--- src/hdl/bfa_pkg.sv ---
package bfa_pkg;

  // Field widths of the channels and the configuration register.
  localparam int OP_W   = 3;
  localparam int ID_W   = 8;
  localparam int SIZE_W = 40;
  localparam int STAT_W = 3;
  localparam int MAP_W  = 16;
  localparam int CFG_AW = 3;
  localparam int CFG_DW = 64;

  // Running position of compaction and free accumulator of the report.
  localparam int POS_W = 50;
  localparam int FR_W  = 51;

  localparam int DEF_MAX_FILES    = 256;
  localparam int DEF_MAX_SEGMENTS = 512;

  localparam logic [SIZE_W-1:0] TOTAL_RESET = 40'd1024;

  // Configuration register addresses.
  localparam logic [CFG_AW-1:0] REG_TOTAL_SIZE = 3'd0;

  // Region grades of the report map.
  localparam logic [1:0] GR_FREE = 2'd0;
  localparam logic [1:0] GR_PART = 2'd1;
  localparam logic [1:0] GR_FULL = 2'd2;

  typedef enum logic [OP_W-1:0] {
    OP_FORMAT  = 3'd0,
    OP_INSERT  = 3'd1,
    OP_REMOVE  = 3'd2,
    OP_COMPACT = 3'd3,
    OP_REPORT  = 3'd4
  } op_t;

  typedef enum logic [STAT_W-1:0] {
    STS_DONE    = 3'd0,
    STS_FULL    = 3'd1,
    STS_IGNORED = 3'd2,
    STS_UNKNOWN = 3'd3,
    STS_REPORT  = 3'd4
  } status_t;

  typedef enum logic [4:0] {
    S_INIT,
    S_IDLE,
    S_DISP,
    S_SRCH,
    S_SPLIT,
    S_SHUP,
    S_SWEEP,
    S_INS_WR1,
    S_INS_WR2,
    S_CMP,
    S_CMP_TAIL,
    S_INS_CHK,
    S_RM_SLOT,
    S_RM_RB,
    S_RM_RR,
    S_RM_RL,
    S_RM_WB,
    S_RM_WL,
    S_DEL,
    S_REP,
    S_REP_G,
    S_FIN
  } fsm_t;

  // One entry of the segment table.
  typedef struct packed {
    logic [SIZE_W-1:0] start;
    logic [SIZE_W-1:0] len;
    logic              used;
    logic [ID_W-1:0]   owner;
  } seg_ent_t;

endpackage

--- src/hdl/bfa_apb.sv ---
// Configuration register file behind an APB-style port.
module bfa_apb import bfa_pkg::*; (
  input  logic              clk,
  input  logic              rst_n,
  input  logic              psel,
  input  logic              penable,
  input  logic              pwrite,
  input  logic [CFG_AW-1:0] paddr,
  input  logic [CFG_DW-1:0] pwdata,
  output logic [CFG_DW-1:0] prdata,
  output logic              pready,
  output logic [SIZE_W-1:0] total_size
);

  logic [SIZE_W-1:0] total_r;
  logic [SIZE_W-1:0] total_nxt;
  logic              wr_en;

  assign pready = 1'b1;
  assign wr_en  = psel && penable && pwrite && (paddr == REG_TOTAL_SIZE);

  // Register update on the access phase of a write.
  always_comb begin
    total_nxt = total_r;
    if (wr_en) begin
      total_nxt = pwdata[SIZE_W-1:0];
    end
  end

  always_ff @(posedge clk) begin
    if (!rst_n) begin
      total_r <= TOTAL_RESET;
    end else begin
      total_r <= total_nxt;
    end
  end

  // Read back.
  assign prdata     = (paddr == REG_TOTAL_SIZE) ? CFG_DW'(total_r) : '0;
  assign total_size = total_r;

endmodule

--- config.mk ---
export PLATFORM = sky130hd
export DESIGN_NAME = bfa_apb
export DESIGN_NICKNAME = d
export VERILOG_FILES = /design/src/hdl/bfa_pkg.sv /design/src/hdl/bfa_apb.sv
export SDC_FILE = /design/constraint.sdc
export NUM_CORES = 1
export LEC_CHECK = 0
export BUFFER_PORTS_ARGS = -buffer_cell sky130_fd_sc_hd__buf_2
export CAP_MARGIN = 25
export CORE_MARGIN = 3
export CORE_UTILIZATION = 43
export CTS_BUF_LIST = sky130_fd_sc_hd__clkbuf_4
export DETAILED_ROUTE_END_ITERATION = 10
export HOLD_SLACK_MARGIN = 0.15
export PLACE_DENSITY = 0.95
export SLEW_MARGIN = 20
export SYNTH_ARGS = -nofsm -noshare
export SYNTH_HDL_FRONTEND = slang
export SYNTH_SLANG_ARGS = --single-unit
--- constraint.sdc ---
create_clock -name clk -period 2 [get_ports clk]
set_clock_uncertainty 0.1 [all_clocks]
set_input_delay 0.2 -clock clk [delete_from_list [all_inputs] [get_ports clk]]
set_output_delay 0.2 -clock clk [all_outputs]
set_load 0.03 [all_outputs]
Word level (Yosys, flattened, before mapping)

Cells that the tools add are included.
Widths: inputs -> output; s select.

Add/sub/neg operators: 0
Multipliers: 0
Div/mod/pow operators: 0
$lt $le $gt $ge: 0
Equal/unequal tests: 0
Shifts and indexed selects: 0
Muxes and demuxes: 1
Bitwise logic cells: 0
Reductions and logical operators: 4

Operators with widths:

| cell              | number |
|---|---|
| $mux 40           | 1 |
| $logic_and 1x1->1 | 3 |
| $logic_not 3->1   | 1 |

Bits in registers: 40
Latch bits: 0
RAM bits: 0
ROM bits: 0
Output and inout bits: 105
Logic and storage cells: 6
Memories: 0

Depth between registers and ports, before layout

Depth in word-level cells: 3
Gate-level depth with buffers: 5
Gate-level depth less buffers: 3

Least setup slack after synthesis

Ideal clock, no wire load.

Kind: input-to-output
From: input port paddr[1]
To: output port prdata[0]
Arrival time: 0.967 ns
Required time: 1.700 ns
Slack: 0.733 ns
Stages on the path: 3
Buffers on the path: 1
Path through: nor3_4 -> clkbuf_1 -> and2_1

Longest elaborated chain between the ends: 2

RTL lines:

| item               | line          | RTL |
|---|---|---|
| start: declaration | bfa_apb.sv:8  | `input logic [CFG_AW-1:0] paddr,` |
| $logic_not 3->1    | bfa_apb.sv:39 | `assign prdata = (paddr == REG_TOTAL_SIZE) ? CFG_DW'(total_r) : '0;` |
| $mux 40            | bfa_apb.sv:39 |  |
| end: declaration   | bfa_apb.sv:10 | `output logic [CFG_DW-1:0] prdata,` |

Every way passes these cells.

Worst setup path after layout

From: input port paddr[1]
To: output port prdata[7]

The elaborated chain is that of the path after synthesis.

==> impl_metrics.csv <==
group,metric,value,unit
drt,route.vias.total,2122,
grt,overflow,0,
critical_path,crit_path_frequent_cell,"sky130_fd_sc_hd__buf_2",
logic_synthesis,postSynth.topFlopCell,"sky130_fd_sc_hd__dfxtp_1",
logic_synthesis,seq_area_frac_synth,0.376,
logic_synthesis,syn_inst,248,
grt,grt_pass1_wl,9840,µm
drt,drt-vias-per-instance,4.51,
drt,totalWireLength,6150,µm
clocking,post_cts.resized_instances,0,
power,irDropWorstVdd,345,µV
timing,final_min_period_over_clock_period,0.787,
logic_synthesis,synthesis.area,2130,µm²
clocking,path_clk_slew,0.11,ns
grt,pin_count_of_the_biggest_net_entering_global_routing,80,
power,p_per_area,465,nW/µm²
floorplanning,initial_core_util,0.467,
drt,drt_pre_antenna_iters,4,
placement,dp.final_hpwl,3880,µm
clocking,ctsLongestPathBuffers,2,
logic_synthesis,synth-edff-count,0,
logic_synthesis,asyncSetResetFlopFracSynth,0,
drt,drt_drc_violations_left,0,
finish,antenna_cells_inserted,0,
run,max_cap_viol_count,0,
floorplanning,dieWidth,76.4,µm
finish,fin_cells,471,
critical_path,timing.critical_path.cells,"buf_2, nor3_4, buf_4, and2_1, buf_2",
timing,setup_total_negative_slack,0,ns
timing,rsz_0062_raised_after_global_routing,"false",
critical_path,cp_slowest_stage_delay,0.31,ns
finish,area.growth.synth_to_final,45.2,%
floorplanning,die_height,76.4,µm
floorplanning,ios,177,
logic_synthesis,netlist_top_cells_area,"sky130_fd_sc_hd__dfxtp_1 38%, sky130_fd_sc_hd__mux2i_1 18%, sky130_fd_sc_hd__nand2_1 14%",
critical_path,slowest_stage,"sky130_fd_sc_hd__nor3_4",
critical_path,cp-end-kind,"primary output",
placement,place.port_buffers,127,
critical_path,critical_path_arrival,1.27,ns
finish,finalCoreUtilization,0.678,
drt,detail_route.iter0.violations,55,
finish,largest_reg_flops,40,
critical_path,critPathRequiredTime,1.70,ns
floorplanning,core_area,4560,µm²
worst_hold_path,hold_path_class,"in -> reg",
critical_path,critPathLaunchType,"input port",
critical_path,highest_net_fanout_along_the_worst_path,23,
clocking,cts_tree,"built",
clocking,clkLatencyLatePin,0.33,ns
drt,wl_per_cell,13.1,µm
logic_synthesis,synth_area_leader_cell,"sky130_fd_sc_hd__dfxtp_1",
finish,design.final.nets,478,
timing,setup_viol_count_final,0,
clocking,cts_made_buffers,5,
timing,period_minus_slack,1.57,ns
floorplanning,die-area,5840,µm²
floorplanning,fp-row-count,24,
power,report.power.total,1.44,mW
finish,ratio_of_cells_with_drive_above_1_in_the_final_layout,0.340,
logic_synthesis,synth_top_cell_area_share,0.376,
timing,hold_violations,0,
timing,fmax,635,MHz
logic_synthesis,yosysUniqueCellTypes,15,
placement,number_of_placed_instances_taps_included,424,
logic_synthesis,mean_cell_area_of_the_mapped_netlist,8.59,µm²
grt,gr-usage-all-layers,0.205,
drt,drt.antenna.violating_nets,0,
outcome,outcome,"finished, final reports clean",
critical_path,critPathKind,"in -> out",
logic_synthesis,synth.most_common_cell,"sky130_fd_sc_hd__nand2_1",
placement,placer_congestion_estimate,0.722,
clocking,cts_root_buf,"sky130_fd_sc_hd__clkbuf_4",
logic_synthesis,yosysWarningCount,0,
logic_synthesis,synth_common_cells,"78 x sky130_fd_sc_hd__nand2_1, 40 x sky130_fd_sc_hd__and2_1, 40 x sky130_fd_sc_hd__dfxtp_1",
clocking,tritoncts_num_sinks,40,
clocking,number_of_h_tree_levels,2,
timing,report.final.slew_viol_count,0,
logic_synthesis,ys_ff_latch,40,
power,power.leakage,1.59,nW
grt,vias_in_the_first_global_route,2044,
grt,antenna_found_initial,0,
-- layer usage --
layer	global-route usage	wire length [µm]
met1	0.213	2360
met2	0.402	3280
met3	0.0426	386
met4	0.0725	128
met5	0	0
-- cells in the final DEF (no fill, tap or decap), drive strengths merged --
master / synthesis / routed
dlygate4sd3: 0 / 40
nand2: 78 / 78
conb: 2 / 25
o211ai: 1 / 1
and3: 1 / 1
clkbuf: 11 / 5
nand3: 1 / 1
inv: 1 / 1
and2: 41 / 41
mux2i: 39 / 39
buf: 32 / 131
dfxtp: 40 / 40
nor3: 1 / 1
clkinv: 0 / 2
-- final cells by class --
| cell class | instances | area, µm² |
|---|---|---|
| fillers | 371 | 1470 |
| clock inverters | 2 | 7.51 |
| inverters | 1 | 3.75 |
| flip-flops and latches | 40 | 801 |
| repair buffers | 171 | 1090 |
| well taps | 65 | 81.3 |
| clock buffers | 5 | 37.5 |
| multi-input cells | 187 | 1070 |
-- per-stage QoR --
| step | hold slack (ns) | setup WS [ns] | cell area (µm²) |
|---|---|---|---|
| after floorplan | 0.242 | 0.733 | 2220 |
| after global placement | 0.347 | 0.491 | 2650 |
| after detailed placement | 0.354 | 0.434 | 2650 |
| after CTS | 0.199 | 0.448 | 3090 |
| after global routing | 0.228 | 0.331 | 3090 |
| final | 0.209 | 0.426 | 3090 |
-- worst max-delay path, delay by kind of cell --
kind	cells	cell delay, ns
simple gates	2	0.47
buf+inv	3	0.59
-- cells by family (layout without fill, tap and decap cells) --
group,Yosys count,count (layout),synth area share
AND/OR/NAND/NOR,122,122,0.272
buffers and inverters,44,179,0.162
flip-flops,40,40,0.376
multiplexers,39,39,0.183
other,2,25,0.00352
AO/OA/AOI/OAI,1,1,0.00352
-- worst paths after layout --
| check | startpoint | end | slack, ns | cells after the start |
|---|---|---|---|---|
| worst min register to register | total_size[34]$_SDFFE_PN0P_ | total_size[34]$_SDFFE_PN0P_ | 0.37 | 2 |
| worst max register to register | total_size[26]$_SDFFE_PN0P_ | total_size[26]$_SDFFE_PN0P_ | 1.22 | 2 |
| worst min-delay path | penable | total_size[10]$_SDFFE_PN1P_ | 0.21 | 4 |
| worst max-delay path | paddr[1] | prdata[7] | 0.43 | 5 |
-- repair_timing --
item | 4_1_cts | 5_1_grt
hold buffers | 40 | 0
buffers inserted | 0 | 0
hold endpoints to repair | 40 | 0
-- power by group --
group	internal (mW)	switching [mW]	leakage [nW]
sequential	0.802	0.00417	0.322
clock	0.123	0.239	0.0261
combinational	0.112	0.157	1.24
total	1.04	0.400	1.59
Note: power is estimated with default switching activity, not from simulation.
